<file path="config.mk">
export PLATFORM = sky130hd
export DESIGN_NAME = utf8_to_rtf_escape_encoder_unit
export DESIGN_NICKNAME = d
export VERILOG_FILES = /design/src/rtl/u2r_pkg.sv /design/src/rtl/u2r_queue.sv /design/src/rtl/u2r_front.sv /design/src/rtl/u2r_back.sv /design/src/rtl/utf8_to_rtf_escape_encoder_unit.sv
export SDC_FILE = /design/constraint.sdc
export NUM_CORES = 1
export LEC_CHECK = 0
export BUFFER_PORTS_ARGS = -buffer_cell sky130_fd_sc_hd__clkbuf_2
export CAP_MARGIN = 20
export CORE_AREA = 2 2 264 266
export CTS_CLUSTER_DIAMETER = 120
export DETAILED_ROUTE_END_ITERATION = 7
export DIE_AREA = 0 0 266 268
export GPL_TIMING_DRIVEN = 0
export PLACE_DENSITY = 0.58
export SLEW_MARGIN = 20
export SYNTH_ARGS = -nofsm -noshare
export SYNTH_HDL_FRONTEND = slang
export SYNTH_SLANG_ARGS = --single-unit
export TNS_END_PERCENT = 10
</file>
<file path="constraint.sdc">
create_clock -name clk -period 9.68 [get_ports clk]
set_clock_uncertainty 0.05 [all_clocks]
set_input_delay 0.484 -clock clk [delete_from_list [all_inputs] [get_ports clk]]
set_output_delay 0.484 -clock clk [all_outputs]
set_load 0.03 [all_outputs]
</file>
<file path="src/rtl/u2r_pkg.sv">
package u2r_pkg;

    // one input transaction
    typedef struct packed {
        logic [7:0] text_byte;
        logic       end_of_text;
    } in_item_t;

    // one output transaction
    typedef struct packed {
        logic [6:0] out_char;
        logic       run_last;
    } out_item_t;

    // what follows the hex escapes of a job
    typedef enum logic [2:0] {
        TK_NONE = 3'd0,
        TK_CHAR = 3'd1,
        TK_ESC  = 3'd2,
        TK_LINE = 3'd3,
        TK_TAB  = 3'd4,
        TK_UNIT = 3'd5
    } tail_kind_t;

    // work handed from the front to the back for one input byte
    typedef struct packed {
        logic [2:0]      hex_cnt;
        logic [3:0][7:0] hex_bytes;
        tail_kind_t      tail;
        logic [6:0]      tail_chr;
        logic [20:0]     code;
    } job_t;

    localparam int JOB_W = $bits(job_t);

    // ascii characters
    localparam logic [6:0] CH_BSL   = 7'h5C;
    localparam logic [6:0] CH_QUOTE = 7'h27;
    localparam logic [6:0] CH_U     = 7'h75;
    localparam logic [6:0] CH_MINUS = 7'h2D;
    localparam logic [6:0] CH_QMARK = 7'h3F;
    localparam logic [6:0] CH_ZERO  = 7'h30;
    localparam logic [6:0] CH_SPACE = 7'h20;

    // lowercase hex digit
    function automatic logic [6:0] hex_digit(input logic [3:0] n);
        logic [6:0] r;
        if (n < 4'd10)
        begin
            r = CH_ZERO + {3'b000, n};
        end
        else
        begin
            r = 7'h57 + {3'b000, n};
        end
        return r;
    endfunction

    // length of the tail string
    function automatic logic [2:0] tail_len(input tail_kind_t k);
        logic [2:0] r;
        case (k)
            TK_CHAR: r = 3'd1;
            TK_ESC:  r = 3'd2;
            TK_LINE: r = 3'd6;
            TK_TAB:  r = 3'd5;
            default: r = 3'd0;
        endcase
        return r;
    endfunction

    // character at a position of the tail string
    function automatic logic [6:0] tail_char(input tail_kind_t k, input logic [6:0] c,
                                             input logic [2:0] pos);
        logic [6:0] r;
        r = c;
        case (k)
            TK_ESC:
            begin
                r = (pos == 3'd0) ? CH_BSL : c;
            end
            TK_LINE:
            begin
                case (pos)
                    3'd0:    r = CH_BSL;
                    3'd1:    r = 7'h6C;
                    3'd2:    r = 7'h69;
                    3'd3:    r = 7'h6E;
                    3'd4:    r = 7'h65;
                    default: r = CH_SPACE;
                endcase
            end
            TK_TAB:
            begin
                case (pos)
                    3'd0:    r = CH_BSL;
                    3'd1:    r = 7'h74;
                    3'd2:    r = 7'h61;
                    3'd3:    r = 7'h62;
                    default: r = CH_SPACE;
                endcase
            end
            default: r = c;
        endcase
        return r;
    endfunction

    // powers of ten for the decimal digits
    function automatic logic [16:0] pow10(input logic [2:0] idx);
        logic [16:0] r;
        case (idx)
            3'd0:    r = 17'd1;
            3'd1:    r = 17'd10;
            3'd2:    r = 17'd100;
            3'd3:    r = 17'd1000;
            default: r = 17'd10000;
        endcase
        return r;
    endfunction

    // one decimal digit and the remainder: {digit, remainder}
    function automatic logic [19:0] dec_step(input logic [15:0] mag, input logic [2:0] idx);
        logic [16:0] p;
        logic [20:0] prod;
        logic [20:0] sub;
        logic [3:0]  d;
        p   = pow10(idx);
        d   = 4'd0;
        sub = '0;
        for (int k = 1; k < 10; k++)
        begin
            prod = 21'(k) * {4'b0000, p};
            if ({5'b00000, mag} >= prod)
            begin
                d   = 4'(k);
                sub = prod;
            end
        end
        return {d, 16'({5'b00000, mag} - sub)};
    endfunction

endpackage

</file>
<file path="src/rtl/u2r_queue.sv">
module u2r_queue
    import u2r_pkg::*;
#(
    parameter int WIDTH = 8,
    parameter int DEPTH = 4
)
(
    input  logic             clk,
    input  logic             rst_n,
    input  logic             push,
    input  logic [WIDTH-1:0] push_data,
    output logic             full,
    input  logic             pop,
    output logic [WIDTH-1:0] pop_data,
    output logic             empty
);

    localparam int PTR_W = (DEPTH > 1) ? $clog2(DEPTH) : 1;
    localparam int CNT_W = $clog2(DEPTH + 1);

    logic [WIDTH-1:0] mem_reg [DEPTH];
    logic [PTR_W-1:0] wr_ptr_reg, wr_ptr_next;
    logic [PTR_W-1:0] rd_ptr_reg, rd_ptr_next;
    logic [CNT_W-1:0] cnt_reg, cnt_next;

    assign full     = (cnt_reg == CNT_W'(DEPTH));
    assign empty    = (cnt_reg == '0);
    assign pop_data = mem_reg[rd_ptr_reg];

    // pointer and fill count update
    always_comb
    begin
        wr_ptr_next = wr_ptr_reg;
        rd_ptr_next = rd_ptr_reg;
        cnt_next    = cnt_reg;
        if (push)
        begin
            wr_ptr_next = (wr_ptr_reg == PTR_W'(DEPTH - 1)) ? '0 : wr_ptr_reg + 1'b1;
        end
        if (pop)
        begin
            rd_ptr_next = (rd_ptr_reg == PTR_W'(DEPTH - 1)) ? '0 : rd_ptr_reg + 1'b1;
        end
        if (push && !pop)
        begin
            cnt_next = cnt_reg + 1'b1;
        end
        else if (pop && !push)
        begin
            cnt_next = cnt_reg - 1'b1;
        end
    end

    always_ff @(posedge clk or negedge rst_n)
    begin
        if (!rst_n)
        begin
            wr_ptr_reg <= '0;
            rd_ptr_reg <= '0;
            cnt_reg    <= '0;
        end
        else
        begin
            wr_ptr_reg <= wr_ptr_next;
            rd_ptr_reg <= rd_ptr_next;
            cnt_reg    <= cnt_next;
        end
    end

    // entry storage
    always_ff @(posedge clk)
    begin
        if (push)
        begin
            mem_reg[wr_ptr_reg] <= push_data;
        end
    end

endmodule

</file>
<file path="src/rtl/u2r_front.sv">
module u2r_front
    import u2r_pkg::*;
(
    input  logic     clk,
    input  logic     rst_n,
    input  logic     accept,
    input  in_item_t item,
    output job_t     job,
    output logic     job_push
);

    logic [20:0] acc_reg, acc_next;
    logic [1:0]  exp_reg, exp_next;
    logic [1:0]  seen_reg, seen_next;
    logic [7:0]  held_reg [3];
    logic [7:0]  held_next [3];

    logic [7:0]  b;
    logic        cont;
    logic        fresh;
    logic [2:0]  seen_inc;
    logic [20:0] acc_shift;
    logic [2:0]  cnt;

    // decode one byte into a job and the next sequence state
    always_comb
    begin
        b         = item.text_byte;
        cont      = (b[7:6] == 2'b10);
        seen_inc  = {1'b0, seen_reg} + 3'd1;
        acc_shift = {acc_reg[14:0], b[5:0]};
        acc_next  = acc_reg;
        exp_next  = exp_reg;
        seen_next = seen_reg;
        for (int k = 0; k < 3; k++)
        begin
            held_next[k] = held_reg[k];
        end
        cnt           = 3'd0;
        fresh         = 1'b1;
        job.hex_cnt   = 3'd0;
        job.hex_bytes = '0;
        job.tail      = TK_NONE;
        job.tail_chr  = b[6:0];
        job.code      = acc_shift;

        // open sequence: continue it or flush what is held
        if (exp_reg != 2'd0)
        begin
            if (cont)
            begin
                fresh = 1'b0;
                if (seen_inc >= {1'b0, exp_reg})
                begin
                    job.tail  = TK_UNIT;
                    exp_next  = 2'd0;
                    seen_next = 2'd0;
                    acc_next  = '0;
                end
                else
                begin
                    acc_next                  = acc_shift;
                    seen_next                 = seen_inc[1:0];
                    held_next[seen_inc[1:0]]  = b;
                end
            end
            else
            begin
                for (int k = 0; k < 3; k++)
                begin
                    if (2'(k) <= seen_reg)
                    begin
                        job.hex_bytes[cnt[1:0]] = held_reg[k];
                        cnt = cnt + 3'd1;
                    end
                end
                exp_next  = 2'd0;
                seen_next = 2'd0;
                acc_next  = '0;
            end
        end

        // byte that continues no sequence, also one that just flushed an open one
        if (fresh)
        begin
            case (b)
                8'h5C, 8'h7B, 8'h7D: job.tail = TK_ESC;
                8'h0A:               job.tail = TK_LINE;
                8'h09:               job.tail = TK_TAB;
                default:
                begin
                    if (b < 8'h20)
                    begin
                        job.tail = TK_NONE;
                    end
                    else if (b < 8'h80)
                    begin
                        job.tail = TK_CHAR;
                    end
                    else if (b[7:5] == 3'b110)
                    begin
                        exp_next     = 2'd1;
                        acc_next     = {16'd0, b[4:0]};
                        held_next[0] = b;
                        seen_next    = 2'd0;
                    end
                    else if (b[7:4] == 4'b1110)
                    begin
                        exp_next     = 2'd2;
                        acc_next     = {17'd0, b[3:0]};
                        held_next[0] = b;
                        seen_next    = 2'd0;
                    end
                    else if (b[7:3] == 5'b11110)
                    begin
                        exp_next     = 2'd3;
                        acc_next     = {18'd0, b[2:0]};
                        held_next[0] = b;
                        seen_next    = 2'd0;
                    end
                    else
                    begin
                        job.hex_bytes[cnt[1:0]] = b;
                        cnt = cnt + 3'd1;
                    end
                end
            endcase
        end

        // truncated sequence at end of text
        if (item.end_of_text && exp_next != 2'd0)
        begin
            for (int k = 0; k < 3; k++)
            begin
                if (2'(k) <= seen_next)
                begin
                    job.hex_bytes[cnt[1:0]] = held_next[k];
                    cnt = cnt + 3'd1;
                end
            end
            exp_next  = 2'd0;
            seen_next = 2'd0;
            acc_next  = '0;
        end

        job.hex_cnt = cnt;
        job_push    = accept && (cnt != 3'd0 || job.tail != TK_NONE);
    end

    always_ff @(posedge clk or negedge rst_n)
    begin
        if (!rst_n)
        begin
            acc_reg  <= '0;
            exp_reg  <= '0;
            seen_reg <= '0;
        end
        else if (accept)
        begin
            acc_reg  <= acc_next;
            exp_reg  <= exp_next;
            seen_reg <= seen_next;
        end
    end

    // held bytes of the open sequence
    always_ff @(posedge clk)
    begin
        if (accept)
        begin
            for (int k = 0; k < 3; k++)
            begin
                held_reg[k] <= held_next[k];
            end
        end
    end

endmodule

</file>
<file path="src/rtl/u2r_back.sv">
module u2r_back
    import u2r_pkg::*;
(
    input  logic      clk,
    input  logic      rst_n,
    input  job_t      head,
    input  logic      head_valid,
    output logic      pop,
    output logic      out_valid,
    input  logic      out_ready,
    output out_item_t out_item
);

    typedef enum logic [3:0] {
        PH_IDLE = 4'b0001,
        PH_HEX  = 4'b0010,
        PH_TAIL = 4'b0100,
        PH_UNIT = 4'b1000
    } phase_t;

    // positions inside a hex escape
    localparam logic [2:0] HP_BSL = 3'd0;
    localparam logic [2:0] HP_QT  = 3'd1;
    localparam logic [2:0] HP_HI  = 3'd2;
    localparam logic [2:0] HP_LO  = 3'd3;

    // positions inside a unicode escape
    localparam logic [2:0] UP_BSL = 3'd0;
    localparam logic [2:0] UP_U   = 3'd1;
    localparam logic [2:0] UP_NEG = 3'd2;
    localparam logic [2:0] UP_DIG = 3'd3;
    localparam logic [2:0] UP_END = 3'd4;

    phase_t      phase_reg, phase_next;
    logic        out_valid_reg, out_valid_next;
    out_item_t   out_item_reg, out_item_next;
    job_t        job_reg, job_next;
    logic [1:0]  idx_reg, idx_next;
    logic [2:0]  pos_reg, pos_next;
    logic        unit_sel_reg, unit_sel_next;
    logic        two_reg, two_next;
    logic        neg_reg, neg_next;
    logic [15:0] cur_reg, cur_next;
    logic [15:0] u1_reg, u1_next;
    logic [15:0] mag_reg, mag_next;
    logic [2:0]  pow_reg, pow_next;

    logic        adv;
    logic        last_c;
    logic [6:0]  char_c;
    logic [7:0]  hb;
    logic [19:0] step;
    logic        head_two;
    phase_t      first_phase;

    assign out_valid = out_valid_reg;
    assign out_item  = out_item_reg;
    assign adv       = (phase_reg != PH_IDLE) && (!out_valid_reg || out_ready);
    assign pop       = head_valid && ((phase_reg == PH_IDLE) || (adv && last_c));

    // character of the current step and end-of-job detect
    always_comb
    begin
        hb     = job_reg.hex_bytes[idx_reg];
        step   = dec_step(mag_reg, pow_reg);
        char_c = CH_SPACE;
        last_c = 1'b0;
        unique case (phase_reg)
            PH_HEX:
            begin
                case (pos_reg)
                    HP_BSL:  char_c = CH_BSL;
                    HP_QT:   char_c = CH_QUOTE;
                    HP_HI:   char_c = hex_digit(hb[7:4]);
                    default: char_c = hex_digit(hb[3:0]);
                endcase
                last_c = (pos_reg == HP_LO) && ({1'b0, idx_reg} + 3'd1 == job_reg.hex_cnt)
                         && (job_reg.tail == TK_NONE);
            end
            PH_TAIL:
            begin
                char_c = tail_char(job_reg.tail, job_reg.tail_chr, pos_reg);
                last_c = (pos_reg == tail_len(job_reg.tail) - 3'd1);
            end
            PH_UNIT:
            begin
                case (pos_reg)
                    UP_BSL:  char_c = CH_BSL;
                    UP_U:    char_c = CH_U;
                    UP_NEG:  char_c = CH_MINUS;
                    UP_DIG:  char_c = CH_ZERO + {3'b000, step[19:16]};
                    default: char_c = CH_QMARK;
                endcase
                last_c = (pos_reg == UP_END) && (unit_sel_reg || !two_reg);
            end
            PH_IDLE:
            begin
                char_c = CH_SPACE;
            end
            default:
            begin
                char_c = CH_SPACE;
            end
        endcase
    end

    // sequencer
    always_comb
    begin
        phase_next    = phase_reg;
        job_next      = job_reg;
        idx_next      = idx_reg;
        pos_next      = pos_reg;
        unit_sel_next = unit_sel_reg;
        two_next      = two_reg;
        neg_next      = neg_reg;
        cur_next      = cur_reg;
        u1_next       = u1_reg;
        mag_next      = mag_reg;
        pow_next      = pow_reg;

        head_two = (head.code[20:16] != 5'd0);
        if (head.hex_cnt != 3'd0)
        begin
            first_phase = PH_HEX;
        end
        else if (head.tail == TK_UNIT)
        begin
            first_phase = PH_UNIT;
        end
        else
        begin
            first_phase = PH_TAIL;
        end

        if (adv)
        begin
            unique case (phase_reg)
                PH_HEX:
                begin
                    if (pos_reg != HP_LO)
                    begin
                        pos_next = pos_reg + 3'd1;
                    end
                    else if ({1'b0, idx_reg} + 3'd1 < job_reg.hex_cnt)
                    begin
                        idx_next = idx_reg + 2'd1;
                        pos_next = HP_BSL;
                    end
                    else if (job_reg.tail == TK_UNIT)
                    begin
                        phase_next = PH_UNIT;
                        pos_next   = UP_BSL;
                    end
                    else
                    begin
                        phase_next = PH_TAIL;
                        pos_next   = 3'd0;
                    end
                end
                PH_TAIL:
                begin
                    pos_next = pos_reg + 3'd1;
                end
                PH_UNIT:
                begin
                    case (pos_reg)
                        UP_BSL:
                        begin
                            neg_next = cur_reg[15];
                            mag_next = cur_reg[15] ? 16'(17'h10000 - {1'b0, cur_reg}) : cur_reg;
                            pos_next = UP_U;
                        end
                        UP_U:
                        begin
                            if (mag_reg >= 16'd10000)
                            begin
                                pow_next = 3'd4;
                            end
                            else if (mag_reg >= 16'd1000)
                            begin
                                pow_next = 3'd3;
                            end
                            else if (mag_reg >= 16'd100)
                            begin
                                pow_next = 3'd2;
                            end
                            else if (mag_reg >= 16'd10)
                            begin
                                pow_next = 3'd1;
                            end
                            else
                            begin
                                pow_next = 3'd0;
                            end
                            pos_next = neg_reg ? UP_NEG : UP_DIG;
                        end
                        UP_NEG:
                        begin
                            pos_next = UP_DIG;
                        end
                        UP_DIG:
                        begin
                            mag_next = step[15:0];
                            if (pow_reg == 3'd0)
                            begin
                                pos_next = UP_END;
                            end
                            else
                            begin
                                pow_next = pow_reg - 3'd1;
                            end
                        end
                        default:
                        begin
                            unit_sel_next = 1'b1;
                            cur_next      = u1_reg;
                            pos_next      = UP_BSL;
                        end
                    endcase
                end
                PH_IDLE:
                begin
                    phase_next = PH_IDLE;
                end
                default:
                begin
                    phase_next = PH_IDLE;
                end
            endcase
            if (last_c)
            begin
                phase_next = PH_IDLE;
            end
        end

        // take the next job
        if (pop)
        begin
            job_next      = head;
            phase_next    = first_phase;
            idx_next      = 2'd0;
            pos_next      = 3'd0;
            unit_sel_next = 1'b0;
            two_next      = head_two;
            cur_next      = head_two ? 16'hD800 + {5'd0, head.code[20:10] - 11'd64}
                                     : head.code[15:0];
            u1_next       = 16'hDC00 | {6'd0, head.code[9:0]};
        end
    end

    // output register
    always_comb
    begin
        out_valid_next = out_valid_reg;
        out_item_next  = out_item_reg;
        if (adv)
        begin
            out_valid_next         = 1'b1;
            out_item_next.out_char = char_c;
            out_item_next.run_last = last_c;
        end
        else if (out_ready)
        begin
            out_valid_next = 1'b0;
        end
    end

    always_ff @(posedge clk or negedge rst_n)
    begin
        if (!rst_n)
        begin
            phase_reg     <= PH_IDLE;
            out_valid_reg <= 1'b0;
        end
        else
        begin
            phase_reg     <= phase_next;
            out_valid_reg <= out_valid_next;
        end
    end

    // job payload and digit state
    always_ff @(posedge clk)
    begin
        out_item_reg <= out_item_next;
        job_reg      <= job_next;
        idx_reg      <= idx_next;
        pos_reg      <= pos_next;
        unit_sel_reg <= unit_sel_next;
        two_reg      <= two_next;
        neg_reg      <= neg_next;
        cur_reg      <= cur_next;
        u1_reg       <= u1_next;
        mag_reg      <= mag_next;
        pow_reg      <= pow_next;
    end

endmodule

</file>
<file path="src/rtl/utf8_to_rtf_escape_encoder_unit.sv">
// UTF-8 to RTF escape encoder.
// Input channel (in_valid, in_ready, in_item) takes one byte of UTF-8 text
// per transaction, with end_of_text on the last byte of a text. Output
// channel (out_valid, out_ready, out_item) gives one ASCII character per
// transaction; run_last marks the last character caused by an input byte.
// Bytes that cause no character (control bytes, lead and middle bytes of a
// sequence) give no output transaction.
// The front decodes a byte in the cycle it is accepted and queues a job; it
// takes one byte per cycle while the job queue has room. The back emits one
// character per cycle while the receiver does not stall, and a byte holds the
// back until its last character is out; plain ASCII runs at one byte per cycle.
// A byte's first character passes the queue, the job register and the output register.
// A stalled receiver holds the output register; the back then stops, the
// queue fills and in_ready falls once QUEUE_DEPTH jobs wait.
// Reset empties the queue, closes any open sequence and drops the output.
module utf8_to_rtf_escape_encoder_unit
    import u2r_pkg::*;
#(
    parameter int QUEUE_DEPTH = 4
)
(
    input  logic      clk,
    input  logic      rst_n,
    input  logic      in_valid,
    output logic      in_ready,
    input  in_item_t  in_item,
    output logic      out_valid,
    input  logic      out_ready,
    output out_item_t out_item
);

    logic             accept;
    job_t             push_job;
    logic             push;
    logic             full;
    logic             empty;
    logic             pop;
    logic [JOB_W-1:0] head_bits;
    job_t             head;

    assign in_ready = !full;
    assign accept   = in_valid && in_ready;
    assign head     = job_t'(head_bits);

    // byte decode and sequence tracking
    u2r_front u_front (
        .clk      (clk),
        .rst_n    (rst_n),
        .accept   (accept),
        .item     (in_item),
        .job      (push_job),
        .job_push (push)
    );

    // job queue between decode and emission
    u2r_queue #(
        .WIDTH (JOB_W),
        .DEPTH (QUEUE_DEPTH)
    ) u_queue (
        .clk       (clk),
        .rst_n     (rst_n),
        .push      (push),
        .push_data (JOB_W'(push_job)),
        .full      (full),
        .pop       (pop),
        .pop_data  (head_bits),
        .empty     (empty)
    );

    // character emission
    u2r_back u_back (
        .clk        (clk),
        .rst_n      (rst_n),
        .head       (head),
        .head_valid (!empty),
        .pop        (pop),
        .out_valid  (out_valid),
        .out_ready  (out_ready),
        .out_item   (out_item)
    );

endmodule

</file>
==> flow_summary.toml <==
[timing]
finalCritPeriodShare = 0.950
setup-tns-final_ns = 0
fmax_mhz = 109
slew_viol_final = 0
setup_violations = 0
slew_headroom = 0.291
rsz0062_at_grt = "no"
period_minus_slack_ns = 9.19
worst_pin_slew_ns = 1.05
hold_viol_final = 0
fin_ws_ns = 0.489

[final_layout]
layout-drive-gt1-share = 0.115
fillers = 6564
nNetsFinal = 2335
final_area_um2 = 26500
final_cell_mix = "358 x edfxtp_1, 171 x ha_1, 158 x nand2_1, 139 x a21oi_1"
finalNonFillerCells = 3060
largest_reg_flops = 240
areaGrowthSynthToFinish_pct = 11.9
mostFrequentLayoutCell = "edfxtp_1"

[critical_path]
worstPathArrival_ns = 9.46
crit_start = "u_back.pow_reg[1]"
start_kind = "flip-flop"
crit_path_frequent_cell = "ha_1"
cp.required_ns = 9.95
path_class = "reg2reg"
slowest_delay_ns = 0.59
crit_slowest_cell = "edfxtp_1"
cp_max_fo = 9
r2r-start = "u_back.pow_reg[1]"
cp-end-kind = "flip-flop"

[clock_network]
insertion_delay_ns = 0.58
cts_tree = "done"
clockRootBuffer = "clkbuf_16"
cts_buffer_depth = 3
cts_max_level = 2
cts_buffers = 42
path_clk_slew_ns = 0.06
cts.sinks = 395

[global_route]
grt_pass1_vias = 17500
grt_pass1_wl_um = 109000
grt_overflow = 0
grt_use_total = 0.200
antenna_found_initial = 0
grt_start_max_net_pins = 60

[floorplan]
coreArea_um2 = 68200
rows = 96
start_util = 0.347
fp.dieH_um = 268
ios = 23
die_x_um = 266
die_area_um2 = 71300

[routing]
first_iter_violations = 1633
drtPass1Iterations = 5
drt-wirelength-per-cell_um = 23.4
routed_wl_um = 71600
antenna_left = 0
post-route-drc-count = 0
via_per_inst = 5.80
vias = 17700

[placement]
place_area_um2 = 25100
place_congestion = 0.940
detailed_place_hpwl_um = 52600
place_inst = 2979
pre_cts_slack_ns = -0.455
numPortBuffers = 22

[synth]
synth_area_um2 = 23700
synth-seq-area-share = 0.492
ys_async_sr_fraction = 0.0785
avgSynthCellArea_um2 = 11.5
ys_warn_count = 0
synth.largest_area_cell = "edfxtp_1"
synthCells = 2068
synth_edf_count = 358
ys_ff_latch = 395
yosysTopAreaCellShare = 0.454
ys.flop_type = "edfxtp_1"
synth_area_leaders = "edfxtp_1 45%, ha_1 9.0%, mux4_2 6.5%"
synthDistinctLibCells = 100

[outcome]
outcome = "complete, no violations"

[worst_hold_path]
min_from = "in_item[1]"
min_path_type = "in2reg"

[power]
p_leak_nw = 9.61
peakVddDrop_mv = 0.137
power_density_nw_per_um2 = 235
power_w = 0.00624

[job]
max-cap-violations = 0
path summary, 6_finish.rpt:
kind	endpoint	slack [ns]	depth (start not counted)
setup / recovery	u_back.mag_reg[14]	0.49	31
hold / removal	u_queue.mem_reg[3][21]	0.11	1
setup reg to reg	u_back.mag_reg[14]	0.49	31
hold reg to reg	u_back.unit_sel_reg	0.44	1
max in group asynchronous	u_back.phase_reg[2]	8.45	2
min in group asynchronous	u_front.exp_reg[0]	0.52	2
where the power goes:
group | leakage [nW] | total, W | switching [W] | internal (W)
logic | 5.17 | 0.00202 | 0.00128 | 0.000744
clock network | 0.650 | 0.00161 | 0.000702 | 0.000905
registers | 3.79 | 0.00261 | 0.000188 | 0.00242
total | 9.61 | 0.00624 | 0.00217 | 0.00407
logic make-up after synthesis:
| family | share of synthesized area |
|---|---|
| flip-flops | 0.492 |
| other | 0.000317 |
| multiplexers | 0.0890 |
| adder cells (fa/ha/maj) | 0.0954 |
| AO/OA/AOI/OAI | 0.157 |
| buffers and inverters | 0.0345 |
| AND/OR/NAND/NOR | 0.112 |
| XOR/XNOR | 0.0200 |
worst max-delay path, delay by kind of cell, from the launching register on:
kind	cells	cell delay, ns
AND/OR/NAND/NOR	4	0.91
flip-flops	1	0.59
multiplexers	1	0.10
buffers and inverters	4	0.89
AO/OA/AOI/OAI	15	4.20
XOR/XNOR	2	0.54
adder cells (fa/ha/maj)	5	1.62
repair_timing:
action | CTS | global route
setup buffers | 0 | 3
hold buffers | 1 | 0
endpoints found under the setup margin | 3 | 3
gates resized for setup | 2 | 9
hold endpoints to repair | 14 | 0
final cells by class:
cell class,instances,area [µm²],share of cell area
repair buffers,31,260,0.00982
well taps,882,1100,0.0416
multi-input cells,1466,11300,0.426
clock inverters,28,277,0.0104
clock buffers,48,1090,0.0412
inverters,103,394,0.0149
diodes,1,2.50,0.0000944
plain buffers,106,437,0.0165
flip-flops and latches,395,11600,0.439
cell usage after synthesis, drive strengths merged (17+ instances only):
master,number
a211oi,26
a21o,25
a21oi,141
a22o,17
a31oi,22
and2,17
buf,20
clkbuf,86
dfrtp,30
edfxtp,358
ha,171
inv,101
mux2,22
mux2i,33
mux4,68
nand2,159
nand2b,23
nand3,50
nor2,140
nor2b,23
nor3,50
o211ai,29
o21ai,142
xnor2,33
xor2,21
per-layer routing:
layer / part of all wire / global-route usage / up-vias
met5: 0 / 0 / -
met4: 0.029 / 0.0651 / 0
met3: 0.060 / 0.0285 / 121
met2: 0.45 / 0.316 / 636
met1: 0.46 / 0.285 / 8839
li1: - / - / 8141
through the flow:
stage | util | hold WS (ns)
after floorplan | - | 0.138
after global placement | 0.365 | 0.425
after detailed placement | 0.367 | 0.431
after CTS | 0.388 | 0.0903
after global routing | 0.389 | 0.102
final | 0.389 | 0.115
Note: power is estimated with default switching activity, not from simulation.
